==> config.mk <==
export PLATFORM = sky130hd
export DESIGN_NAME = mfre_seq
export DESIGN_NICKNAME = d
export VERILOG_FILES = /design/src/rtl/mono_framebuffer_raster_engine_assert.svh /design/src/rtl/mfre_pkg.sv /design/src/rtl/mfre_seq.sv
export SDC_FILE = /design/constraint.sdc
export NUM_CORES = 1
export LEC_CHECK = 0
export BUFFER_PORTS_ARGS = -buffer_cell sky130_fd_sc_hd__buf_2
export CAP_MARGIN = 20
export CELL_PAD_IN_SITES_DETAIL_PLACEMENT = 1
export CELL_PAD_IN_SITES_GLOBAL_PLACEMENT = 1
export CORE_UTILIZATION = 49
export CTS_CLUSTER_DIAMETER = 30
export CTS_CLUSTER_SIZE = 28
export DETAILED_ROUTE_END_ITERATION = 16
export GPL_TIMING_DRIVEN = 0
export PLACE_DENSITY = 0.93
export SYNTH_ARGS = -nofsm -noshare
export SYNTH_HDL_FRONTEND = slang
export SYNTH_SLANG_ARGS = --single-unit
==> constraint.sdc <==
create_clock -name clk -period 7.1 [get_ports clk]
set_input_delay 0.355 -clock clk [delete_from_list [all_inputs] [get_ports clk]]
set_output_delay 0.355 -clock clk [all_outputs]
set_load 0.05 [all_outputs]
==> src/rtl/mono_framebuffer_raster_engine_assert.svh <==
// Assertion macros for the raster engine.
`ifndef MONO_FRAMEBUFFER_RASTER_ENGINE_ASSERT_SVH
`define MONO_FRAMEBUFFER_RASTER_ENGINE_ASSERT_SVH
`ifndef SYNTH
`define MFR_ASSERT_IMP(label, clk, rst_n, a, c) \
	label: assert property (@(posedge clk) disable iff (!rst_n) (a) |-> (c)) \
		else $error("assertion failed");
`define MFR_ASSERT_NXT(label, clk, rst_n, a, c) \
	label: assert property (@(posedge clk) disable iff (!rst_n) (a) |=> (c)) \
		else $error("assertion failed");
`else
`define MFR_ASSERT_IMP(label, clk, rst_n, a, c)
`define MFR_ASSERT_NXT(label, clk, rst_n, a, c)
`endif
`endif

==> src/rtl/mfre_pkg.sv <==
`timescale 1ns / 1ps
// ----------------------------------------------------------------------------
// mfre_pkg
// Shared constants and types of the raster engine.
// ----------------------------------------------------------------------------
package mfre_pkg;
	localparam int DEF_WIDTH  = 128;
	localparam int DEF_HEIGHT = 64;
	localparam int COORD_W    = 11;

	localparam logic [2:0] KIND_PIXEL  = 3'd0;
	localparam logic [2:0] KIND_LINE   = 3'd1;
	localparam logic [2:0] KIND_CIRCLE = 3'd2;
	localparam logic [2:0] KIND_CLEAR  = 3'd3;
	localparam logic [2:0] KIND_READ   = 3'd4;

	// One pixel request from the sequencer to the store.
	typedef struct packed {
		logic                      valid;
		logic signed [COORD_W-1:0] x;
		logic signed [COORD_W-1:0] y;
		logic                      on;
	} plot_req_t;
endpackage

==> src/rtl/mfre_seq.sv <==
`timescale 1ns / 1ps
// ----------------------------------------------------------------------------
// mfre_seq
// Command sequencer with one shared adder stepping line and circle state.
// ----------------------------------------------------------------------------
module mfre_seq
	import mfre_pkg::*;
(
	input  logic       clk,
	input  logic       arst_n,
	input  logic       start,
	input  logic [2:0] kind,
	input  logic [7:0] x_a,
	input  logic [7:0] y_a,
	input  logic [7:0] x_b,
	input  logic [7:0] y_b,
	input  logic [7:0] radius,
	input  logic       color,
	input  logic       store_busy,
	output plot_req_t  req,
	output logic       done
);
	localparam logic [2:0] ST_IDLE  = 3'd0;
	localparam logic [2:0] ST_LPLOT = 3'd1;
	localparam logic [2:0] ST_LSTEP = 3'd2;
	localparam logic [2:0] ST_CPLOT = 3'd3;
	localparam logic [2:0] ST_CSTEP = 3'd4;
	localparam logic [2:0] ST_WAIT  = 3'd5;
	localparam int EW = 12;

	logic [2:0]          st_q;
	logic signed [EW-1:0] xa_q, ya_q, xb_q, yb_q, dx_q, dy_q, err_q;
	logic                sx_q, sy_q, on_q;
	logic signed [EW-1:0] px_q, py_q, d_q, cx_q, cy_q;
	logic [2:0]          oct_q;
	logic                xmove_q;
	logic                kind_pix_q, lyes_q;
	logic signed [EW-1:0] e2;
	logic signed [EW-1:0] add_a, add_b, add_y;
	logic signed [EW-1:0] ox, oy;

	// Shared adder.
	assign add_y = add_a + add_b;

	always_comb begin
		e2 = err_q <<< 1;
		add_a = err_q;
		add_b = '0;
		if (st_q == ST_LSTEP) begin
			add_b = (e2 > -dy_q) ? -dy_q : dx_q;
		end else if (st_q == ST_CSTEP) begin
			add_a = d_q;
			add_b = (d_q < 0) ? (px_q <<< 2) + EW'(6)
				: ((px_q - py_q) <<< 2) + EW'(10);
		end
	end

	// Octant point selection for the circle.
	always_comb begin
		case (oct_q)
		3'd0: begin ox = cx_q + px_q; oy = cy_q + py_q; end
		3'd1: begin ox = cx_q + py_q; oy = cy_q + px_q; end
		3'd2: begin ox = cx_q - px_q; oy = cy_q + py_q; end
		3'd3: begin ox = cx_q - py_q; oy = cy_q + px_q; end
		3'd4: begin ox = cx_q + px_q; oy = cy_q - py_q; end
		3'd5: begin ox = cx_q + py_q; oy = cy_q - px_q; end
		3'd6: begin ox = cx_q - px_q; oy = cy_q - py_q; end
		default: begin ox = cx_q - py_q; oy = cy_q - px_q; end
		endcase
	end

	always_comb begin
		req.on = on_q;
		req.valid = 1'b0;
		req.x = COORD_W'(xa_q);
		req.y = COORD_W'(ya_q);
		if (st_q == ST_LPLOT && !store_busy)
			req.valid = 1'b1;
		else if (st_q == ST_CPLOT && !store_busy) begin
			req.valid = 1'b1;
			req.x = COORD_W'(ox);
			req.y = COORD_W'(oy);
		end
	end

	always_ff @(posedge clk or negedge arst_n) begin
		if (!arst_n) begin
			st_q <= ST_IDLE;
			done <= 1'b0;
		end else begin
			done <= 1'b0;
			case (st_q)
			ST_IDLE: begin
				if (start) begin
					on_q <= color;
					xa_q <= EW'(x_a); ya_q <= EW'(y_a);
					xb_q <= EW'(x_b); yb_q <= EW'(y_b);
					dx_q <= (x_b > x_a) ? EW'(x_b - x_a) : EW'(x_a - x_b);
					dy_q <= (y_b > y_a) ? EW'(y_b - y_a) : EW'(y_a - y_b);
					err_q <= ((x_b > x_a) ? EW'(x_b - x_a) : EW'(x_a - x_b))
						- ((y_b > y_a) ? EW'(y_b - y_a) : EW'(y_a - y_b));
					sx_q <= (x_a < x_b);
					sy_q <= (y_a < y_b);
					cx_q <= EW'(x_a); cy_q <= EW'(y_a);
					px_q <= '0; py_q <= EW'(radius);
					d_q  <= EW'(3) - (EW'(radius) <<< 1);
					oct_q <= '0;
					xmove_q <= 1'b0;
					if (kind == KIND_LINE || kind == KIND_PIXEL)
						st_q <= ST_LPLOT;
					else if (kind == KIND_CIRCLE)
						st_q <= ST_CPLOT;
					else
						st_q <= ST_WAIT;
				end
			end
			ST_LPLOT: begin
				if (!store_busy) begin
					if ((xa_q == xb_q && ya_q == yb_q) || kind_pix_q)
						st_q <= ST_WAIT;
					else
						st_q <= ST_LSTEP;
				end
			end
			ST_LSTEP: begin
				// Two adder passes: x update, then y update on the old e2.
				if (!xmove_q) begin
					xmove_q <= 1'b1;
					lyes_q <= (e2 < dx_q);
					if (e2 > -dy_q) begin
						err_q <= add_y;
						xa_q <= sx_q ? EW'(xa_q + 1) : EW'(xa_q - 1);
					end
				end else begin
					xmove_q <= 1'b0;
					if (lyes_q) begin
						err_q <= err_q + dx_q;
						ya_q <= sy_q ? EW'(ya_q + 1) : EW'(ya_q - 1);
					end
					st_q <= ST_LPLOT;
				end
			end
			ST_CPLOT: begin
				if (!store_busy) begin
					oct_q <= oct_q + 1'b1;
					if (oct_q == 3'd7)
						st_q <= ST_CSTEP;
				end
			end
			ST_CSTEP: begin
				d_q <= add_y;
				if (d_q >= 0)
					py_q <= EW'(py_q - 1);
				px_q <= EW'(px_q + 1);
				st_q <= (px_q + 1 <= ((d_q >= 0) ? py_q - 1 : py_q))
					? ST_CPLOT : ST_WAIT;
			end
			ST_WAIT: begin
				if (!store_busy) begin
					done <= 1'b1;
					st_q <= ST_IDLE;
				end
			end
			default: st_q <= ST_IDLE;
			endcase
		end
	end

	always_ff @(posedge clk) begin
		if (st_q == ST_IDLE && start)
			kind_pix_q <= (kind == KIND_PIXEL);
	end
endmodule

; After elaboration in Yosys (flattened, before gate mapping)
; Cells that the tools add are included.
[word_totals]
reg_bits = 141
input_bits = 48
out_inout_bits = 25
wordCells = 170
[op_classes]
addsub = 27
order_cmp = 9
n_eq_ne = 28
mux = 55
bitwise_logic = 1
reduce_logical = 29
[op_table]
columns = operator, n
row1 = 2-to-1 mux 12 bit, 24
row2 = case mux 12 bit (2 select lines), 6
row3 = case mux 11 bit (3 select lines), 2
row4 = adder 9 x 11 -> 11 bit, 4
row5 = subtractor 9 x 11 -> 11 bit, 4
row6 = 2-to-1 mux 3 bit, 12
row7 = subtractor 8 x 8 -> 9 bit, 4
row8 = less-or-equal comparator 13 x 32 -> 1 bit, 1
row9 = 2-to-1 mux 32 bit, 1
row10 = adder 12 bit, 2
row11 = "adder 12 x 2 -> 12 bit, second input constant", 2
row12 = == test 12 x 9 -> 1 bit, 2
row13 = "subtractor 12 x 2 -> 12 bit, second input constant", 2
row14 = 2-to-1 mux 23 bit, 1
row15 = 2-to-1 mux 22 bit, 1
row16 = "== test 3 bit, second input constant", 6
row17 = case mux 3 bit (6 select lines), 1
row18 = > comparator 8 bit, 2
row19 = less-than comparator 8 bit, 2
row20 = "== test 3 x 2 -> 1 bit, second input constant", 5
row21 = AND reduction 5 bit, 3
row22 = "!= test 2 bit, second input constant", 7
row23 = "adder 12 x 2 -> 13 bit, second input constant", 1
row24 = "subtractor 12 x 2 -> 13 bit, second input constant", 1
row25 = 28 further kinds, 53

; Depth between registers and ports, before layout
; Gate-level depths: netlist of the first run.
[logic_depth]
word_depth = 9
depth_mapped = 27
depth_no_buf = 25

; Worst setup path before layout of the first run
; No wires, ideal clock.
[synth_timing]
path_type = register to register
start = register dy_q[3]
end = register err_q[10], data pin
setup_ps = 174
arrival_time_ps = 5344
required_ps = 6926
setup_slack_ps = 1581
path_stages_with_launch = 26
path_buffers = 2
synth_period_minus_slack_ps = 5519
cell_sequence = edfxtp_1 > or4_4 > or3_4 > xnor2_1 > ha_1 > a21o_1 > a21o_1 > a21o_1 > a221o_1 > nand2_1 > buf_1 > buf_2 > nor2_1 > a21oi_1 > nor2_1 > ha_1 > fa_1 > a21o_1 > a21oi_1 > o21bai_1 > a21oi_1 > o21ai_0 > a31oi_1 > xnor2_1 > nor3_1 > a311oi_1
[synth_via]
elab_chain_cells = 8
[synth_lines]
columns = item, line_no
row1 = start: declaration, mfre_seq.sv:32  ; logic signed [EW-1:0] xa_q, ya_q, xb_q, yb_q, dx_q, dy_q, err_q;
row2 = start signal: assignment, mfre_seq.sv:99  ; dy_q <= (y_b > y_a) ? EW'(y_b - y_a) : EW'(y_a - y_b);
row3 = negator 12 bit *, mfre_seq.sv:50  ; add_b = (e2 > -dy_q) ? -dy_q : dx_q;
row4 = > comparator 12 bit, mfre_seq.sv:50
row5 = 2-to-1 mux 12 bit *, mfre_seq.sv:50
row6 = 2-to-1 mux 12 bit *, mfre_seq.sv:49  ; if (st_q == ST_LSTEP) begin
row7 = adder 12 bit *, mfre_seq.sv:43  ; assign add_y = add_a + add_b;
row8 = 2-to-1 mux 12 bit *, mfre_seq.sv:130  ; if (e2 > -dy_q) begin
row9 = 2-to-1 mux 12 bit *, mfre_seq.sv:127  ; if (!xmove_q) begin
row10 = case mux 12 bit (2 select lines) *, mfre_seq.sv:92  ; case (st_q)
row11 = end signal: assignment, mfre_seq.sv:100  ; err_q <= ((x_b > x_a) ? EW'(x_b - x_a) : EW'(x_a - x_b))
row12 = end signal: assignment, mfre_seq.sv:131  ; err_q <= add_y;
row13 = end signal: assignment, mfre_seq.sv:137  ; err_q <= err_q + dx_q;
row14 = end: declaration, mfre_seq.sv:32
; Mark *: on every way between the ends. The rest lies on a longest branch, timed or not. The select of a mux whose other input is x is not followed.
; A chain may end at the register's enable or synchronous reset.

; Worst setup path after layout of the first run
[layout_timing]
start = register dy_q[3]
end = register err_q[6], data pin
; The elaborated chain is that of the path after synthesis.

==> results.sh, run 1 <==
export IMPL_status="finished, final reports clean"
export IMPL_p_leak_nw=6.26
export IMPL_wl_per_cell_um=25.8
export IMPL_multi_input_area_um2=8370
export IMPL_clock_sinks=134
export IMPL_path_clk_slew_ns=0.07
export IMPL_dpl_hpwl_mm=36.7
export IMPL_timing_fmax_mhz=148
export IMPL_cts_resized=0
export IMPL_grt_use_total_pct=37.7
export IMPL_synthArstFlopShare_pct=2.99
export IMPL_pwr_share_seq_pct=24.4
export IMPL_crit_family="compound AO/OA/AOI/OAI gates"
export IMPL_vias=12700
export IMPL_grt_overflow_total=0
export IMPL_htree_levels=4
export IMPL_io_pins=73
export IMPL_drt_iter0_markers=1137
export IMPL_fin_tns_setup_ns=0
export IMPL_synth_seq_cells=134
export IMPL_gp_congestion=0.955
export IMPL_min_path_cells=1
export IMPL_synth_fp_nets=1728
export IMPL_slowest_stage="or4_4"
export IMPL_max_cap_viol_count=0
export IMPL_power_per_cell_area_nw_per_um2=337
export IMPL_critPathCaptureType="flip-flop"
export IMPL_die_area_um2=27400
export IMPL_synth_edf_count=130
export IMPL_fin_crit_sh_pct=94.9
export IMPL_cts_buffers=17
export IMPL_die_h_um=166
export IMPL_dpl_cell_area_um2=13900
export IMPL_p_clk_share_pct=19.0
export IMPL_setup_viol=0
export IMPL_power_switching_w=0.00241
export IMPL_drt_wl_total_mm=50.7
export IMPL_clk_path_buf_depth=2
export IMPL_worstHoldStart="color"
export IMPL_synthFlopType="edfxtp_1"
export IMPL_synth_cell_types=77
export IMPL_hold_path_end="on_q$_DFFE_PP_"
export IMPL_cts_tree="yes"
export IMPL_final_antenna_net_count=0
export IMPL_area_delta_synth_final_pct=10.9
export IMPL_critPathLaunchType="flip-flop"
export IMPL_layout_cells_most_common="nand2_1"
export IMPL_antenna_found_initial=0
export IMPL_slew_headroom_pct=38.0
export IMPL_crit_fanout=10
export IMPL_total_power_w=0.00491
export IMPL_cts_root_buffer="clkbuf_16"
export IMPL_drc=0
export IMPL_grt_max_degree=43
export IMPL_synth_area_um2=13100
export IMPL_die_w_um=166
export IMPL_period_minus_slack_ns=6.74
export IMPL_synth_seq_area_share_pct=30.5
export IMPL_p_int_w=0.00250
export IMPL_layout_common_cells="nand2_1, ha_1, inv_1"
export IMPL_rr_endpoint="err_q[6]$_DFFE_PP_"
export IMPL_vias_per_cell=6.47
export IMPL_crit_chain="or4_4 > or3_4 > xnor2_1 > ha_1 > a21o_1 > a21o_1 > a21o_1 > a221o_1 > nand2_1 > buf_1 > buf_2 > nor2_1 > a21oi_1 > nor2_1 > ha_1 > fa_1 > a21o_1 > a21oi_1 > o21bai_1 > a21oi_1 > xor2_1 > nor2_1 > a211oi_1 > a21oi_1"
export IMPL_drt_first_pass_iters=5
export IMPL_insertion_delay_ns=0.46
export IMPL_worst_ir_drop_vdd_mv=0.229
export IMPL_rr_worst_depth=24
export IMPL_synth_warnings=0
export IMPL_crit_type="reg -> reg"
export IMPL_drive_above_1_share_pct=9.61
export IMPL_combPwrFrac_pct=56.6
export IMPL_synth_cells=1514
export IMPL_fin_skew_ns=0.0214
export IMPL_r2r_slack_ns=0.36
export IMPL_worst_pin_slew_ns=0.921
export IMPL_swShare_pct=49.1
export IMPL_portBuffers=72
export IMPL_cp_buffers_inverters=2
export IMPL_cp_arrival_ns=6.91
export IMPL_design_area_um2=14500
export IMPL_rsz0062_at_grt="false"
export IMPL_initial_core_util_pct=50.2
export IMPL_finalNetCount=1825
export IMPL_worstPathRequired_ns=7.27
export IMPL_fillers=3147
export IMPL_grt_pass1_vias=13400
export IMPL_min_path_type="in -> reg"
export IMPL_syn_avg_cell_area_um2=8.66
export IMPL_r2r_start="dy_q[3]$_DFFE_PP_"
export IMPL_seq_area_um2=4000
export IMPL_cpPeakStageDelay_ns=0.58
export IMPL_rows=59
export IMPL_cts_setup_buffers=0
export IMPL_hold_viol=0
export IMPL_grt_pass1_wl_mm=76.7
export IMPL_drv_slew=0
export IMPL_core_area_um2=26100
## kinds of logic after synthesis
family / count (synthesis) / share of synthesized area [%]
adder cells (fa/ha/maj): 166 / 16.5
multiplexers: 22 / 1.75
AO/OA/AOI/OAI: 400 / 19.1
AND/OR/NAND/NOR: 443 / 16.0
flip-flops: 134 / 30.5
XOR/XNOR: 155 / 10.4
buffers and inverters: 194 / 5.68
## state kept, by name (all words and copies together), names as in the netlist, 3 cells and up
signal,cells
px_q,12
cx_q,8
xa_q,12
py_q,12
dy_q,9
dx_q,9
xb_q,8
ya_q,12
d_q,12
cy_q,8
oct_q,3
err_q,11
st_q,3
yb_q,8
## worst reg2reg max path: stages, from the launching register on
cell,delay [ns]
edfxtp_1,0.47
or4_4,0.58
or3_4,0.40
xnor2_1,0.22
ha_1,0.28
a21o_1,0.19
a21o_1,0.18
a21o_1,0.18
a221o_1,0.35
nand2_1,0.17
buf_1,0.38
buf_2,0.30
nor2_1,0.07
a21oi_1,0.16
nor2_1,0.07
ha_1,0.26
fa_1,0.42
a21o_1,0.19
a21oi_1,0.26
o21bai_1,0.13
a21oi_1,0.25
xor2_1,0.33
nor2_1,0.08
a211oi_1,0.44
a21oi_1,0.10
## worst max path at each step
stage | from | endpoint | slack [ns] | depth (start not counted)
final | dy_q[3]$_DFFE_PP_ | err_q[6]$_DFFE_PP_ | 0.36 | 24
after global routing | dy_q[3]$_DFFE_PP_ | err_q[6]$_DFFE_PP_ | 0.20 | 24
after CTS | dy_q[3]$_DFFE_PP_ | err_q[8]$_DFFE_PP_ | 0.54 | 25
after detailed placement | dy_q[3]$_DFFE_PP_ | err_q[6]$_DFFE_PP_ | 0.81 | 24
after global placement | dy_q[3]$_DFFE_PP_ | err_q[10]$_DFFE_PP_ | 0.98 | 25
after floorplan | dy_q[3]$_DFFE_PP_ | err_q[10]$_DFFE_PP_ | 1.58 | 25
## synthesized netlist by cell type, drive strengths merged (3+ instances only)
master,n,area share [%]
nor4,8,0.50
ha,154,15
o211ai,3,0.21
nor3,36,1.4
or2,10,0.48
edfxtp,130,30
and2,11,0.52
a22o,4,0.27
a211oi,10,0.57
mux2,7,0.60
nand3,23,0.88
nor4b,3,0.30
clkbuf,43,1.2
buf,20,0.69
and3,13,0.66
nand2,161,4.6
or4,3,0.20
fa,12,1.8
mux2i,15,1.1
inv,131,3.8
o31ai,11,0.63
a222oi,3,0.23
a211o,3,0.20
xor2,49,3.3
nand4,11,0.52
a21boi,5,0.31
a21o,31,1.8
or3,12,0.65
nor2b,15,0.72
nor2,111,3.2
o21a,17,0.97
nand2b,16,0.76
nor3b,3,0.21
nand3b,4,0.23
a31oi,18,0.97
o21ai,129,4.9
xnor2,106,7.1
a311oi,4,0.27
a221oi,9,0.70
a21oi,107,4.1
o21bai,22,1.3
a221o,3,0.23
o22a,4,0.27
dfrtp,4,0.76
## power groups by stage
stage	Sequential [W]	Clock (W)	Combinational (W)
after global placement	0.00119	0	0.00240
after global routing	0.00120	0.000941	0.00296
after CTS	0.00119	0.000922	0.00270
after floorplan	0.00115	0	0.00182
final	0.00119	0.000933	0.00278
after detailed placement	0.00120	0	0.00258
## routing by layer
layer  global-route usage [%]  wire [um]  vias to the layer above  part of all wire [%]
li1                         -          -                     5554                     -
met1                     42.3      19200                     6245                    38
met2                     65.3      24700                      645                    49
met3                     6.12       3120                      240                   6.2
met4                     26.2       3650                        0                   7.2
met5                        0          0                        -                     0
## layout make-up
type                    count  area share (%)
plain buffers              63            1.74
flip-flops and latches    134            27.5
well taps                 335            2.88
clock inverters            15            1.01
diodes                      1          0.0172
clock buffers              17            2.93
multi-input cells        1186            57.5
repair buffers             78            2.97
inverters                 131            3.38
## metrics by stage
stage                     std cells  worst slack [ns]  hold slack [ns]  util (%)
final                          1960             0.360           0.0773      55.6
after global routing           1959             0.196           0.0805      55.6
after detailed placement       1925             0.815            0.224      53.4
after CTS                      1958             0.538           0.0772      55.6
after global placement         1921             0.983            0.218      53.2
after floorplan                1514              1.58           0.0594         -
## what timing repair did
item / 4_1_cts / 5_1_grt
hold buffers: 1 / 0
endpoints found under the hold margin: 4 / 0
endpoints found under the setup margin: 0 / 0
(Power assumes the default switching activity.)
==> run 2: changes to the inputs <==
--- a/config.mk
+++ b/config.mk
@@ -9,12 +9,12 @@
 export CAP_MARGIN = 20
 export CELL_PAD_IN_SITES_DETAIL_PLACEMENT = 1
 export CELL_PAD_IN_SITES_GLOBAL_PLACEMENT = 1
-export CORE_UTILIZATION = 49
+export CORE_UTILIZATION = 40
 export CTS_CLUSTER_DIAMETER = 30
 export CTS_CLUSTER_SIZE = 28
 export DETAILED_ROUTE_END_ITERATION = 16
 export GPL_TIMING_DRIVEN = 0
-export PLACE_DENSITY = 0.93
+export PLACE_DENSITY = 0.8
 export SYNTH_ARGS = -nofsm -noshare
 export SYNTH_HDL_FRONTEND = slang
 export SYNTH_SLANG_ARGS = --single-unit
==> run 2 against run 1 <==
Setup slack improved by 0.17 ns. Non-clock buffer count unchanged. Power decreased by 3.2%. Clock skew decreased by 0.0084 ns. First-iteration DRC count decreased by 48%. Die area increased by 22%.
==> results.sh, run 2 (synthesis results as in run 1) <==
export IMPL_worst_ir_drop_vdd_mv=0.178
export IMPL_worstPathRequired_ns=7.36
export IMPL_fin_crit_sh_pct=92.5
export IMPL_finalNetCount=1825
export IMPL_swShare_pct=45.7
export IMPL_die_h_um=183
export IMPL_worst_pin_slew_ns=0.830
export IMPL_drt_first_pass_iters=7
export IMPL_crit_type="reg -> reg"
export IMPL_grt_max_degree=43
export IMPL_core_area_um2=31900
export IMPL_grt_overflow_total=0
export IMPL_rr_worst_depth=25
export IMPL_cp_arrival_ns=6.82
export IMPL_fin_tns_setup_ns=0
export IMPL_cts_buffers=17
export IMPL_combPwrFrac_pct=55.0
export IMPL_grt_pass1_wl_mm=67.8
export IMPL_gp_congestion=0.905
export IMPL_setup_viol=0
export IMPL_placedCellCount=2026
export IMPL_vias_per_cell=5.63
export IMPL_p_leak_nw=6.28
export IMPL_power_switching_w=0.00217
export IMPL_drt_iter0_markers=589
export IMPL_layout_setup_ws_ns=0.533
export IMPL_min_path_cells=1
export IMPL_met2_length_mm=21.8
export IMPL_drt_wl_total_mm=43.3
export IMPL_cts_resized=0
export IMPL_route_met3_wl_mm=1.58
export IMPL_max_cap_viol_count=0
export IMPL_critPathLaunchType="flip-flop"
export IMPL_antenna_cells=0
export IMPL_dpl_hpwl_mm=35.1
export IMPL_die_w_um=183
export IMPL_drive_above_1_share_pct=9.30
export IMPL_hold_path_end="on_q$_DFFE_PP_"
export IMPL_vias=11600
export IMPL_cts_root_buffer="clkbuf_16"
export IMPL_io_pins=73
export IMPL_r2r_start="dy_q[3]$_DFFE_PP_"
export IMPL_layout_common_cells="nand2_1, ha_1, inv_1"
export IMPL_period_minus_slack_ns=6.57
export IMPL_crit_family="compound AO/OA/AOI/OAI gates"
export IMPL_wl_per_cell_um=21.0
export IMPL_insertion_delay_ns=0.44
export IMPL_highest_layer="met5"
export IMPL_wl_met1_mm=18.4
export IMPL_rows=65
export IMPL_rr_endpoint="err_q[8]$_DFFE_PP_"
export IMPL_fin_cells=2059
export IMPL_fin_util_pct=46.1
export IMPL_grt_pass1_vias=12300
export IMPL_total_power_w=0.00475
export IMPL_slowest_stage="or4_4"
export IMPL_final_antenna_net_count=0
export IMPL_pre_cts_slack_ns=0.742
export IMPL_cp_buffers_inverters=2
export IMPL_status="finished, final reports clean"
export IMPL_layout_cells_most_common="nand2_1"
export IMPL_pwr_share_seq_pct=24.9
export IMPL_grt_use_total_pct=26.6
export IMPL_clock_sinks=134
export IMPL_p_clk_share_pct=20.1
export IMPL_crit_fanout=10
export IMPL_die_area_um2=33500
export IMPL_fin_skew_ns=0.0130
export IMPL_portBuffers=72
export IMPL_min_path_type="in -> reg"
export IMPL_antenna_found_initial=1
export IMPL_initial_core_util_pct=41.1
export IMPL_htree_levels=4
export IMPL_timing_fmax_mhz=152
export IMPL_cpPeakStageDelay_ns=0.58
export IMPL_critPathMostFrequentCell="a21o_1"
export IMPL_worstHoldStart="color"
export IMPL_slew_headroom_pct=44.2
export IMPL_cts_tree="yes"
export IMPL_area_delta_synth_final_pct=12.2
export IMPL_rsz0062_at_grt="false"
export IMPL_critPathCaptureType="flip-flop"
export IMPL_p_int_w=0.00258
export IMPL_clk_path_buf_depth=2
export IMPL_path_clk_slew_ns=0.06
export IMPL_power_per_cell_area_nw_per_um2=323
export IMPL_r2r_slack_ns=0.53
export IMPL_drc=0
export IMPL_hold_viol=0
export IMPL_drv_slew=0
-- run 2: worst max path at each step --
stage                 startpoint             endpoint  slack (ns)  depth (start not counted)
5_1_grt        dy_q[3]$_DFFE_PP_  err_q[10]$_DFFE_PP_        0.23                         25
2_1_floorplan  dy_q[3]$_DFFE_PP_  err_q[10]$_DFFE_PP_        1.58                         25
4_1_cts        dy_q[3]$_DFFE_PP_   err_q[8]$_DFFE_PP_        0.61                         25
6_report       dy_q[3]$_DFFE_PP_   err_q[8]$_DFFE_PP_        0.53                         25
3_5_place_dp   dy_q[3]$_DFFE_PP_  err_q[10]$_DFFE_PP_        0.74                         25
3_3_place_gp   dy_q[3]$_DFFE_PP_   err_q[8]$_DFFE_PP_        0.96                         25
-- run 2: area by class of cell --
class | count | area [um^2]
buffer | 63 | 253
clock buffer | 18 | 429
clock inverter | 14 | 181
fill | 3860 | 17200
inverter | 131 | 492
multi-input combinational | 1186 | 8370
sequential | 134 | 4000
tap | 435 | 544
timing repair buffer | 78 | 435
-- run 2: timing repair --
| item | 4_1_cts | 5_1_grt |
|---|---|---|
| hold buffers | 1 | 0 |
| setup buffers | 0 | 0 |
| endpoints found under the hold margin | 4 | 0 |
-- run 2: per-stage QoR --
stage	hold slack, ns	cell area (um^2)
global route	0.0918	14700
finish	0.0963	14700
CTS	0.0845	14700
global placement	0.222	14000
detailed placement	0.221	14100
floorplan	0.0594	13100
-- run 2: per-layer routing --
layer,vias up,global-route usage [%]
met2,265,47.9
met4,2,10.7
met3,76,3.10
met1,5695,32.2
li1,5559,-
met5,-,0
-- run 2: power by group through the flow --
stage	clock network [W]	logic, W	registers [W]
3_3_place_gp	0	0.00244	0.00119
3_5_place_dp	0	0.00255	0.00119
6_report	0.000954	0.00261	0.00118
4_1_cts	0.000957	0.00260	0.00118
2_1_floorplan	0	0.00182	0.00115
5_1_grt	0.000983	0.00287	0.00119
